### src/hw/rtl/wps_pkg.sv
// Shared widths, constants and register indexes for the wheel speed block.
`timescale 1ns / 1ps
package wps_pkg;

    localparam int TIME_W   = 32;
    localparam int SPEED_W  = 9;
    localparam int AGE_W    = 8;
    localparam int CIRC_W   = 10;
    localparam int COUNT_W  = 5;
    localparam int CFG_IDX_W = 2;
    localparam int CFG_DATA_W = 10;

    // circumference * 72 * pulse count fits in 22 bits
    localparam int PROD_W   = 22;
    // rounded speed stays below 2^13 for any gap above the compute gap
    localparam int QUO_W    = 13;

    localparam int unsigned COMPUTE_GAP_MS = 250;
    localparam int unsigned DEBOUNCE_MS    = 15;
    localparam int unsigned SPEED_LIMIT    = 350;
    localparam int unsigned FRESH_MS       = 1000;
    localparam int unsigned MAX_FIX_AGE    = 2;
    localparam int unsigned COUNT_MAX      = 31;

    localparam logic [CFG_IDX_W-1:0] REG_CIRC     = 2'd0;
    localparam logic [CFG_IDX_W-1:0] REG_TAKEOVER = 2'd1;
    localparam logic [CFG_IDX_W-1:0] REG_GPS_ONLY = 2'd2;

    localparam logic OP_PULSE = 1'b0;
    localparam logic OP_QUERY = 1'b1;

endpackage

### src/hw/rtl/wps_if.sv
// Valid/ready channel interfaces for input items and results.
`timescale 1ns / 1ps
interface wps_in_if import wps_pkg::*; ();
    logic               valid;
    logic               ready;
    logic               op;
    logic [TIME_W-1:0]  time_ms;
    logic [SPEED_W-1:0] gps_kmh;
    logic [AGE_W-1:0]   gps_fix_age;
    logic               gps_moving;

    modport source (output valid, op, time_ms, gps_kmh, gps_fix_age, gps_moving,
                    input ready);
    modport sink   (input valid, op, time_ms, gps_kmh, gps_fix_age, gps_moving,
                    output ready);
endinterface

interface wps_out_if import wps_pkg::*; ();
    logic               valid;
    logic               ready;
    logic [SPEED_W-1:0] speed_kmh;
    logic               reed_error;

    modport source (output valid, speed_kmh, reed_error, input ready);
    modport sink   (input valid, speed_kmh, reed_error, output ready);
endinterface

### src/hw/rtl/wps_div.sv
// Serial restoring divider, one quotient bit per cycle.
`timescale 1ns / 1ps
module wps_div #(
    parameter int N_W = 33,
    parameter int D_W = 33,
    parameter int Q_W = 13
) (
    input  logic           clk,
    input  logic           rst_n,
    input  logic           start,
    input  logic [N_W-1:0] num,
    input  logic [D_W-1:0] den,
    output logic           done,
    output logic [Q_W-1:0] quo
);

    localparam int CNT_W = $clog2(Q_W + 1);

    logic [D_W-1:0]   rem_reg, rem_next;
    logic [D_W-1:0]   den_reg, den_next;
    logic [Q_W-1:0]   sh_reg, sh_next;
    logic [CNT_W-1:0] cnt_reg, cnt_next;
    logic             busy_reg, busy_next;
    logic             done_reg, done_next;
    logic [D_W:0]     trial;
    logic             ge;

    assign trial = {rem_reg, sh_reg[Q_W-1]};
    assign ge    = trial >= {1'b0, den_reg};

    always_comb
    begin
        rem_next  = rem_reg;
        den_next  = den_reg;
        sh_next   = sh_reg;
        cnt_next  = cnt_reg;
        busy_next = busy_reg;
        done_next = 1'b0;
        if (start)
        begin
            // upper dividend bits are already below the divisor
            rem_next  = D_W'(num >> Q_W);
            sh_next   = num[Q_W-1:0];
            den_next  = den;
            cnt_next  = CNT_W'(Q_W);
            busy_next = 1'b1;
        end
        else if (busy_reg)
        begin
            rem_next = ge ? D_W'(trial - {1'b0, den_reg}) : trial[D_W-1:0];
            sh_next  = {sh_reg[Q_W-2:0], ge};
            cnt_next = cnt_reg - 1'b1;
            if (cnt_reg == CNT_W'(1))
            begin
                busy_next = 1'b0;
                done_next = 1'b1;
            end
        end
    end

    always_ff @(posedge clk or negedge rst_n)
    begin
        if (!rst_n)
        begin
            cnt_reg  <= '0;
            busy_reg <= 1'b0;
            done_reg <= 1'b0;
        end
        else
        begin
            cnt_reg  <= cnt_next;
            busy_reg <= busy_next;
            done_reg <= done_next;
        end
    end

    always_ff @(posedge clk)
    begin
        rem_reg <= rem_next;
        den_reg <= den_next;
        sh_reg  <= sh_next;
    end

    assign done = done_reg;
    assign quo  = sh_reg;

endmodule

### src/hw/rtl/wheel_pulse_speed_with_gps_fallback.sv
// Top level: reed pulse speed computation with GPS fallback on queries.
//
//  channel  | dir | beat contents
//  ---------+-----+---------------------------------------------------
//  req      | in  | op, time_ms, gps_kmh, gps_fix_age, gps_moving
//  rsp      | out | speed_kmh, reed_error
//  cfg_*    | in  | cfg_index, cfg_data written when cfg_we is high
//
// Queries and pulses that do not compute: result registered in res_*, then
// moved to the output register once free. Computing pulses first run the
// serial divider, one quotient bit per cycle. One item in flight at a time;
// a new item is taken once the previous result sits in the output register.
// rsp stalls hold results; reset clears all but data regs; no clearing pass.
`timescale 1ns / 1ps
module wheel_pulse_speed_with_gps_fallback import wps_pkg::*; #(
    parameter int TIME_BITS = 32
) (
    input  logic                  clk,
    input  logic                  rst_n,
    wps_in_if.sink                req,
    wps_out_if.source             rsp,
    input  logic                  cfg_we,
    input  logic [CFG_IDX_W-1:0]  cfg_index,
    input  logic [CFG_DATA_W-1:0] cfg_data
);

    localparam int TB  = TIME_BITS;
    localparam int N_W = ((PROD_W > TB) ? PROD_W : TB) + 1;
    localparam int D_W = TB + 1;

    typedef enum logic [2:0] {
        ST_IDLE = 3'b001,
        ST_DIV  = 3'b010,
        ST_WAIT = 3'b100
    } state_t;

    state_t state_reg, state_next;

    logic [CIRC_W-1:0]  circ_reg;
    logic [SPEED_W-1:0] takeover_reg;
    logic               gps_only_reg;

    logic [TB-1:0]      last_comp_reg, last_comp_next;
    logic [TB-1:0]      last_cnt_reg, last_cnt_next;
    logic [COUNT_W-1:0] count_reg, count_next;
    logic [SPEED_W-1:0] reed_reg, reed_next;
    logic               err_reg, err_next;

    logic [SPEED_W-1:0] res_speed_reg, res_speed_next;
    logic               res_err_reg, res_err_next;
    logic               out_valid_reg, out_valid_next;
    logic [SPEED_W-1:0] out_speed_reg, out_speed_next;
    logic               out_err_reg, out_err_next;

    logic [TB-1:0]      now;
    logic [TB-1:0]      d_comp;
    logic [TB-1:0]      d_cnt;
    logic               accept;
    logic               out_free;
    logic [CIRC_W+COUNT_W-1:0] circ_count;
    logic [PROD_W-1:0]  prod;
    logic [N_W-1:0]     div_num;
    logic [D_W-1:0]     div_den;
    logic               div_start;
    logic               div_done;
    logic [QUO_W-1:0]   div_quo;
    logic [SPEED_W-1:0] diff;
    logic               take_gps;

    assign now      = req.time_ms[TB-1:0];
    assign d_comp   = now - last_comp_reg;
    assign d_cnt    = now - last_cnt_reg;
    assign accept   = req.valid && req.ready;
    assign out_free = !out_valid_reg || rsp.ready;
    assign req.ready = (state_reg == ST_IDLE);

    // circumference * 36 * count * 2 = cc * 64 + cc * 8
    assign circ_count = circ_reg * count_reg;
    assign prod = PROD_W'({circ_count, 6'b0}) + PROD_W'({circ_count, 3'b0});
    assign div_num = N_W'(prod) + N_W'(d_comp);
    assign div_den = {d_comp, 1'b0};
    assign div_start = accept && (req.op == OP_PULSE) && (d_comp > TB'(COMPUTE_GAP_MS));

    assign diff = (reed_reg > req.gps_kmh) ? reed_reg - req.gps_kmh
                                           : req.gps_kmh - reed_reg;
    assign take_gps = (reed_reg > takeover_reg) && (req.gps_kmh > takeover_reg) &&
                      (req.gps_fix_age <= AGE_W'(MAX_FIX_AGE)) && (diff < (reed_reg >> 3));

    wps_div #(
        .N_W (N_W),
        .D_W (D_W),
        .Q_W (QUO_W)
    ) u_div (
        .clk   (clk),
        .rst_n (rst_n),
        .start (div_start),
        .num   (div_num),
        .den   (div_den),
        .done  (div_done),
        .quo   (div_quo)
    );

    always_comb
    begin
        state_next     = state_reg;
        last_comp_next = last_comp_reg;
        last_cnt_next  = last_cnt_reg;
        count_next     = count_reg;
        reed_next      = reed_reg;
        err_next       = err_reg;
        res_speed_next = res_speed_reg;
        res_err_next   = res_err_reg;
        out_valid_next = out_valid_reg && !rsp.ready;
        out_speed_next = out_speed_reg;
        out_err_next   = out_err_reg;

        case (state_reg)
            ST_IDLE:
            begin
                if (accept)
                begin
                    state_next = ST_WAIT;
                    if (req.op == OP_PULSE)
                    begin
                        err_next     = 1'b0;
                        res_err_next = 1'b0;
                        res_speed_next = reed_reg;
                        if (div_start)
                        begin
                            state_next     = ST_DIV;
                            last_comp_next = now;
                            last_cnt_next  = now;
                            count_next     = COUNT_W'(1);
                        end
                        else if (d_cnt > TB'(DEBOUNCE_MS))
                        begin
                            if (count_reg < COUNT_W'(COUNT_MAX))
                                count_next = count_reg + 1'b1;
                            last_cnt_next = now;
                        end
                    end
                    else if (gps_only_reg)
                    begin
                        res_speed_next = req.gps_kmh;
                        res_err_next   = err_reg;
                    end
                    else if (d_comp < TB'(FRESH_MS))
                    begin
                        res_speed_next = take_gps ? req.gps_kmh : reed_reg;
                        res_err_next   = err_reg;
                    end
                    else if (req.gps_moving)
                    begin
                        err_next       = 1'b1;
                        res_speed_next = req.gps_kmh;
                        res_err_next   = 1'b1;
                    end
                    else
                    begin
                        err_next       = 1'b0;
                        reed_next      = '0;
                        res_speed_next = '0;
                        res_err_next   = 1'b0;
                    end
                end
            end
            ST_DIV:
            begin
                if (div_done)
                begin
                    state_next = ST_WAIT;
                    if (div_quo < QUO_W'(SPEED_LIMIT))
                    begin
                        reed_next      = div_quo[SPEED_W-1:0];
                        res_speed_next = div_quo[SPEED_W-1:0];
                    end
                end
            end
            ST_WAIT:
            begin
                if (out_free)
                begin
                    state_next     = ST_IDLE;
                    out_valid_next = 1'b1;
                    out_speed_next = res_speed_reg;
                    out_err_next   = res_err_reg;
                end
            end
            default:
            begin
                state_next = ST_IDLE;
            end
        endcase
    end

    always_ff @(posedge clk or negedge rst_n)
    begin
        if (!rst_n)
        begin
            state_reg     <= ST_IDLE;
            circ_reg      <= '0;
            takeover_reg  <= '0;
            gps_only_reg  <= 1'b0;
            last_comp_reg <= '0;
            last_cnt_reg  <= '0;
            count_reg     <= '0;
            reed_reg      <= '0;
            err_reg       <= 1'b0;
            out_valid_reg <= 1'b0;
        end
        else
        begin
            state_reg     <= state_next;
            last_comp_reg <= last_comp_next;
            last_cnt_reg  <= last_cnt_next;
            count_reg     <= count_next;
            reed_reg      <= reed_next;
            err_reg       <= err_next;
            out_valid_reg <= out_valid_next;
            if (cfg_we)
            begin
                case (cfg_index)
                    REG_CIRC:     circ_reg     <= cfg_data[CIRC_W-1:0];
                    REG_TAKEOVER: takeover_reg <= cfg_data[SPEED_W-1:0];
                    REG_GPS_ONLY: gps_only_reg <= cfg_data[0];
                    default:      ;
                endcase
            end
        end
    end

    always_ff @(posedge clk)
    begin
        res_speed_reg <= res_speed_next;
        res_err_reg   <= res_err_next;
        out_speed_reg <= out_speed_next;
        out_err_reg   <= out_err_next;
    end

    assign rsp.valid      = out_valid_reg;
    assign rsp.speed_kmh  = out_speed_reg;
    assign rsp.reed_error = out_err_reg;

endmodule

### src/flat_wrapper.sv
// flat-port wrapper written by rule: the top's interface ports become plain ports
module wheel_pulse_speed_with_gps_fallback_flat import wps_pkg::*;
#(
    parameter int TIME_BITS = 32
)
  (clk, rst_n, cfg_we, cfg_index, cfg_data, req_valid, req_op, req_time_ms, req_gps_kmh, req_gps_fix_age, req_gps_moving, req_ready, rsp_valid, rsp_speed_kmh, rsp_reed_error, rsp_ready);
  wps_in_if req_i ();
  wps_out_if rsp_i ();
  input  logic clk;
  input  logic rst_n;
  input  logic cfg_we;
  input  logic [CFG_IDX_W-1:0] cfg_index;
  input  logic [CFG_DATA_W-1:0] cfg_data;
  input wire logic [$bits(req_i.valid)-1:0] req_valid;
  input wire logic [$bits(req_i.op)-1:0] req_op;
  input wire logic [$bits(req_i.time_ms)-1:0] req_time_ms;
  input wire logic [$bits(req_i.gps_kmh)-1:0] req_gps_kmh;
  input wire logic [$bits(req_i.gps_fix_age)-1:0] req_gps_fix_age;
  input wire logic [$bits(req_i.gps_moving)-1:0] req_gps_moving;
  output wire logic [$bits(req_i.ready)-1:0] req_ready;
  output wire logic [$bits(rsp_i.valid)-1:0] rsp_valid;
  output wire logic [$bits(rsp_i.speed_kmh)-1:0] rsp_speed_kmh;
  output wire logic [$bits(rsp_i.reed_error)-1:0] rsp_reed_error;
  input wire logic [$bits(rsp_i.ready)-1:0] rsp_ready;
  assign req_i.valid = req_valid;
  assign req_i.op = req_op;
  assign req_i.time_ms = req_time_ms;
  assign req_i.gps_kmh = req_gps_kmh;
  assign req_i.gps_fix_age = req_gps_fix_age;
  assign req_i.gps_moving = req_gps_moving;
  assign req_ready = req_i.ready;
  assign rsp_valid = rsp_i.valid;
  assign rsp_speed_kmh = rsp_i.speed_kmh;
  assign rsp_reed_error = rsp_i.reed_error;
  assign rsp_i.ready = rsp_ready;
  wheel_pulse_speed_with_gps_fallback #(.TIME_BITS(TIME_BITS)) u_core (.clk(clk), .rst_n(rst_n), .req(req_i), .rsp(rsp_i), .cfg_we(cfg_we), .cfg_index(cfg_index), .cfg_data(cfg_data));
endmodule
### config.mk
export PLATFORM = sky130hd
export DESIGN_NAME = wheel_pulse_speed_with_gps_fallback_flat
export DESIGN_NICKNAME = d
export VERILOG_FILES = /design/src/hw/rtl/wps_pkg.sv /design/src/hw/rtl/wps_if.sv /design/src/hw/rtl/wps_div.sv /design/src/hw/rtl/wheel_pulse_speed_with_gps_fallback.sv /design/src/flat_wrapper.sv
export SDC_FILE = /design/constraint.sdc
export NUM_CORES = 1
export LEC_CHECK = 0
export ABC_AREA = 0
export BUFFER_PORTS_ARGS = -buffer_cell sky130_fd_sc_hd__buf_2
export CAP_MARGIN = 20
export CORE_MARGIN = 5
export CORE_UTILIZATION = 50
export CTS_BUF_LIST = sky130_fd_sc_hd__clkbuf_8
export DETAILED_ROUTE_END_ITERATION = 12
export PLACE_DENSITY = 0.69
export SETUP_SLACK_MARGIN = 0.05
export SYNTH_ARGS = -nofsm -noshare
export SYNTH_HDL_FRONTEND = slang
export SYNTH_SLANG_ARGS = --single-unit
### constraint.sdc
create_clock -name clk -period 7 [get_ports clk]
set_input_delay 1.75 -clock clk [delete_from_list [all_inputs] [get_ports clk]]
set_output_delay 1.75 -clock clk [all_outputs]
set_load 0.05 [all_outputs]
==> results.txt <==
----------------------------------------------------
[Floorplanning]
  Die height ... between 200 and 250 µm
  CORE AREA ... 0.03670 mm²
  Chip width ... ~200 µm
  I/O Pins ... 80
  DIE AREA ... 0.04129 mm²
  Floorplan row count ... 70
  Initial cell density of the core ... 0.5085

[Global routing]
  Met3 usage ... 0.02958
  GR Overflow Total ... 0
  Wire length of the first global-routing pass ... 78.36 mm
  Via count of the first global-routing pass ... 15511
  Gr usage total ... 0.2284
  Met1 Use GR ... 0.3003
  Antenna violations before repair ... 1
  Layer carrying the most global-route usage ... met2
  Global-route track usage on met2 ... 0.3814
  Largest net degree at the start of global routing ... 67

[Yosys]
  Warning count from the yosys run ... 0
  Combined area of all synthesized cells ... roughly 0.019 mm²
  Number of distinct standard cells referenced by the synthesized netlist ... 88
  Number of flops mapped to enable cells by yosys ... 85
  Area contributors post-synth ... dfrtp_1 (14%), edfxtp_1 (14%), ha_1 (12%)
  Avg Inst Size Synth ... 9.050 µm²
  Area share of the largest cell type after synthesis ... 0.1448
  Share of synthesized registers carrying an async set or reset ... 0.5266
  Fraction of the yosys area taken by sequential cells ... 0.2969
  Post-synthesis net count ... approximately 2400
  Largest area contributor in the synthesized netlist ... dfrtp_1
  Synth cell count leaders ... inv_1 (211), ha_1 (184), a21oi_1 (164), nand2_1 (152), nor2_1 (114)
  Most numerous cell in the Yosys netlist ... inv_1
  Gate count of the mapped netlist ... 2062
  Number of storage elements in the synthesis netlist ... 207
  Post-synth top flop ... dfrtp_1

[Placement]
  HPWL after detailed placement ... 37.73 mm
  Count of port buffers added during placement ... 79
  Global placer's final weighted congestion ... 0.9316
  Post-DP Area ... 0.01964 mm²

[Layout]
  Count of fill cells added during filler insertion ... 3289
  Cell area after layout ... 0.02055 mm²
  Post-layout nets ... 2446
  Relative area change from synthesis to final layout ... 10.12%
  Layout cell share with drive strength beyond 1 ... 0.1453
  Area taken by flip-flops and latches ... 0.005544 mm²
  Flip-flop count of the largest register after layout ... 33
  Final design utilization ... 0.5600
  Combined area of the multi-input logic cells ... 0.01206 mm²

[Drt]
  Number of iterations in the first detailed-routing pass ... 7
  Detailed-route via count ... 15735
  Post-DRT Antenna Nets ... 0
  Number of remaining DRC errors ... 0
  Vias per Instance ... 5.935
  Detailed-route wire length per cell ... between 15 and 20 µm
  Initial DRC Count ... 1004
  Total detailed-routing wirelength ... 48.35 mm

[Clock tree]
  Skew-Pair Late Insertion Delay ... 0.59 ns
  Clock tree from TritonCTS ... built
  Clock transition at the registers of the reported paths ... 0.06 ns
  H-Tree Level Count ... 2
  Clock sinks ... 207
  Clock tree root buffer cell ... clkbuf_8
  CTS buffer count ... 40
  Clock Path Buffers ... 3

[Run status]
  Outcome ... completed

[Timing]
  TNS Setup ... 0 ns
  Final Skew ... 0.03011 ns
  RSZ-0062 raised after global routing ... no
  Highest clock rate ... 0.1495 GHz
  Worst-case headroom to the max-slew limit ... 0.3884
  Final-report max-slew violation count ... 0
  Share of the cycle needed by the critical path after routing ... 0.9553
  Number of failing hold endpoints at the final stage ... 0
  Clock period minus final worst setup slack ... 6.687 ns
  Final setup violating endpoints ... 0
  Worst slew pin tran ... 0.8943 ns

[Critical path]
  Highest net fanout along the worst path ... 6
  Largest stage delay on the critical path ... 0.55 ns
  Element type at the critical path start ... register
  Critical Path Most Common Cell ... fa_1
  Worst path required time ... approximately 7.3 ns
  Arr. time, crit path ... 7.02 ns
  Critical-path top delay cell ... fa_1
  Kind of end point of the critical path ... register
  Category of the most critical setup path ... register to register

[Worst hold path]
  Worst Hold Class ... register to register

[Job]
  Maximum Capacitance Violations ... 0

----------------------------------------------------
[layer usage]
metal | part of all wire | vias to the layer above | wire, µm
li1 | - | 7635 | -
met1 | 0.44 | 7517 | 21140
met2 | 0.47 | 474 | 22540
met3 | 0.055 | 109 | 2669
met4 | 0.041 | 0 | 1999
met5 | 0 | - | 0
[through the flow]
step | std cells | setup slack (ns) | hold slack, ns
5_1_grt | 2651 | 0.01764 | 0.4408
6_report | 2651 | 0.3129 | 0.4211
3_5_place_dp | 2574 | 0.1052 | 0.4080
3_3_place_gp | 2574 | 0.2524 | 0.4045
2_1_floorplan | 2062 | 0.5180 | 0.4003
4_1_cts | 2646 | 0.07018 | 0.4224
[placed cells by master, fill, tap and decap left out, types with 52 or more instances in the layout]
cell / count
buf_2: 78
inv_1: 221
nor2_1: 114
dfrtp_1: 106
a21o_1: 57
a21oi_1: 162
ha_1: 183
nor3_1: 55
nand2_1: 152
o21ai_0: 106
mux2_2: 60
edfxtp_1: 85
xnor2_1: 63
clkbuf_8: 52
[path summary, 6_finish.rpt]
| path | startpoint | endpoint | slack [ns] | cells after the start |
|---|---|---|---|---|
| setup / recovery | u_core.circ_reg[0] | u_core.u_div.rem_reg[18] | 0.31 | 26 |
| hold / removal | u_core.res_speed_reg[7] | u_core.rsp.speed_kmh[7] | 0.42 | 0 |
| setup reg to reg | u_core.circ_reg[0] | u_core.u_div.rem_reg[18] | 0.31 | 26 |
| hold reg to reg | u_core.res_speed_reg[7] | u_core.rsp.speed_kmh[7] | 0.42 | 0 |
| max in group asynchronous | rst_n | u_core.circ_reg[3] | 4.48 | 2 |
| min in group asynchronous | rst_n | u_core.last_cnt_reg[3] | 1.17 | 1 |
[cell families (layout without fill, tap and decap cells)]
kind of cell / count (synthesis) / in the layout / share of synthesized area
buffers and inverters: 283 / 403 / 0.06041
xor gates and xnor gates: 98 / 98 / 0.04599
AOI/OAI and AO/OA: 565 / 565 / 0.2019
and+or+nand+nor: 571 / 571 / 0.1540
adders and majority gates: 226 / 226 / 0.1684
other: 0 / 1 / 0
DFF: 207 / 207 / 0.2969
muxes: 112 / 112 / 0.07228
[final cells by class]
| type | instances | share of cell area |
|---|---|---|
| Clock inverter | 20 | 0.005906 |
| Tap cell | 468 | 0.02849 |
| Multi-Input combinational cell | 1572 | 0.5867 |
| Antenna cell | 1 | 0.0001218 |
| Inverter | 212 | 0.03872 |
| Timing Repair Buffer | 119 | 0.03543 |
| Clock buffer | 52 | 0.03482 |
| Sequential cell | 207 | 0.2698 |
[worst max-delay path: cells and delay by family (launching register included)]
family / cells / cell delay [ns]
AOI/OAI and AO/OA: 10 / 1.87
xor gates and xnor gates: 2 / 0.32
adders and majority gates: 6 / 2.71
buffers and inverters: 1 / 0.04
DFF: 1 / 0.42
and+or+nand+nor: 7 / 1.08
[repair_timing]
item	in CTS	in global routing
endpoints found under the setup margin	0	13
setup buffers	0	4
gates resized for setup	0	11
hold endpoints to repair	0	0
hold buffers	0	0
Power is not shown: default switching activity piles up to over one toggle a cycle in this logic, so the estimate is an artifact.
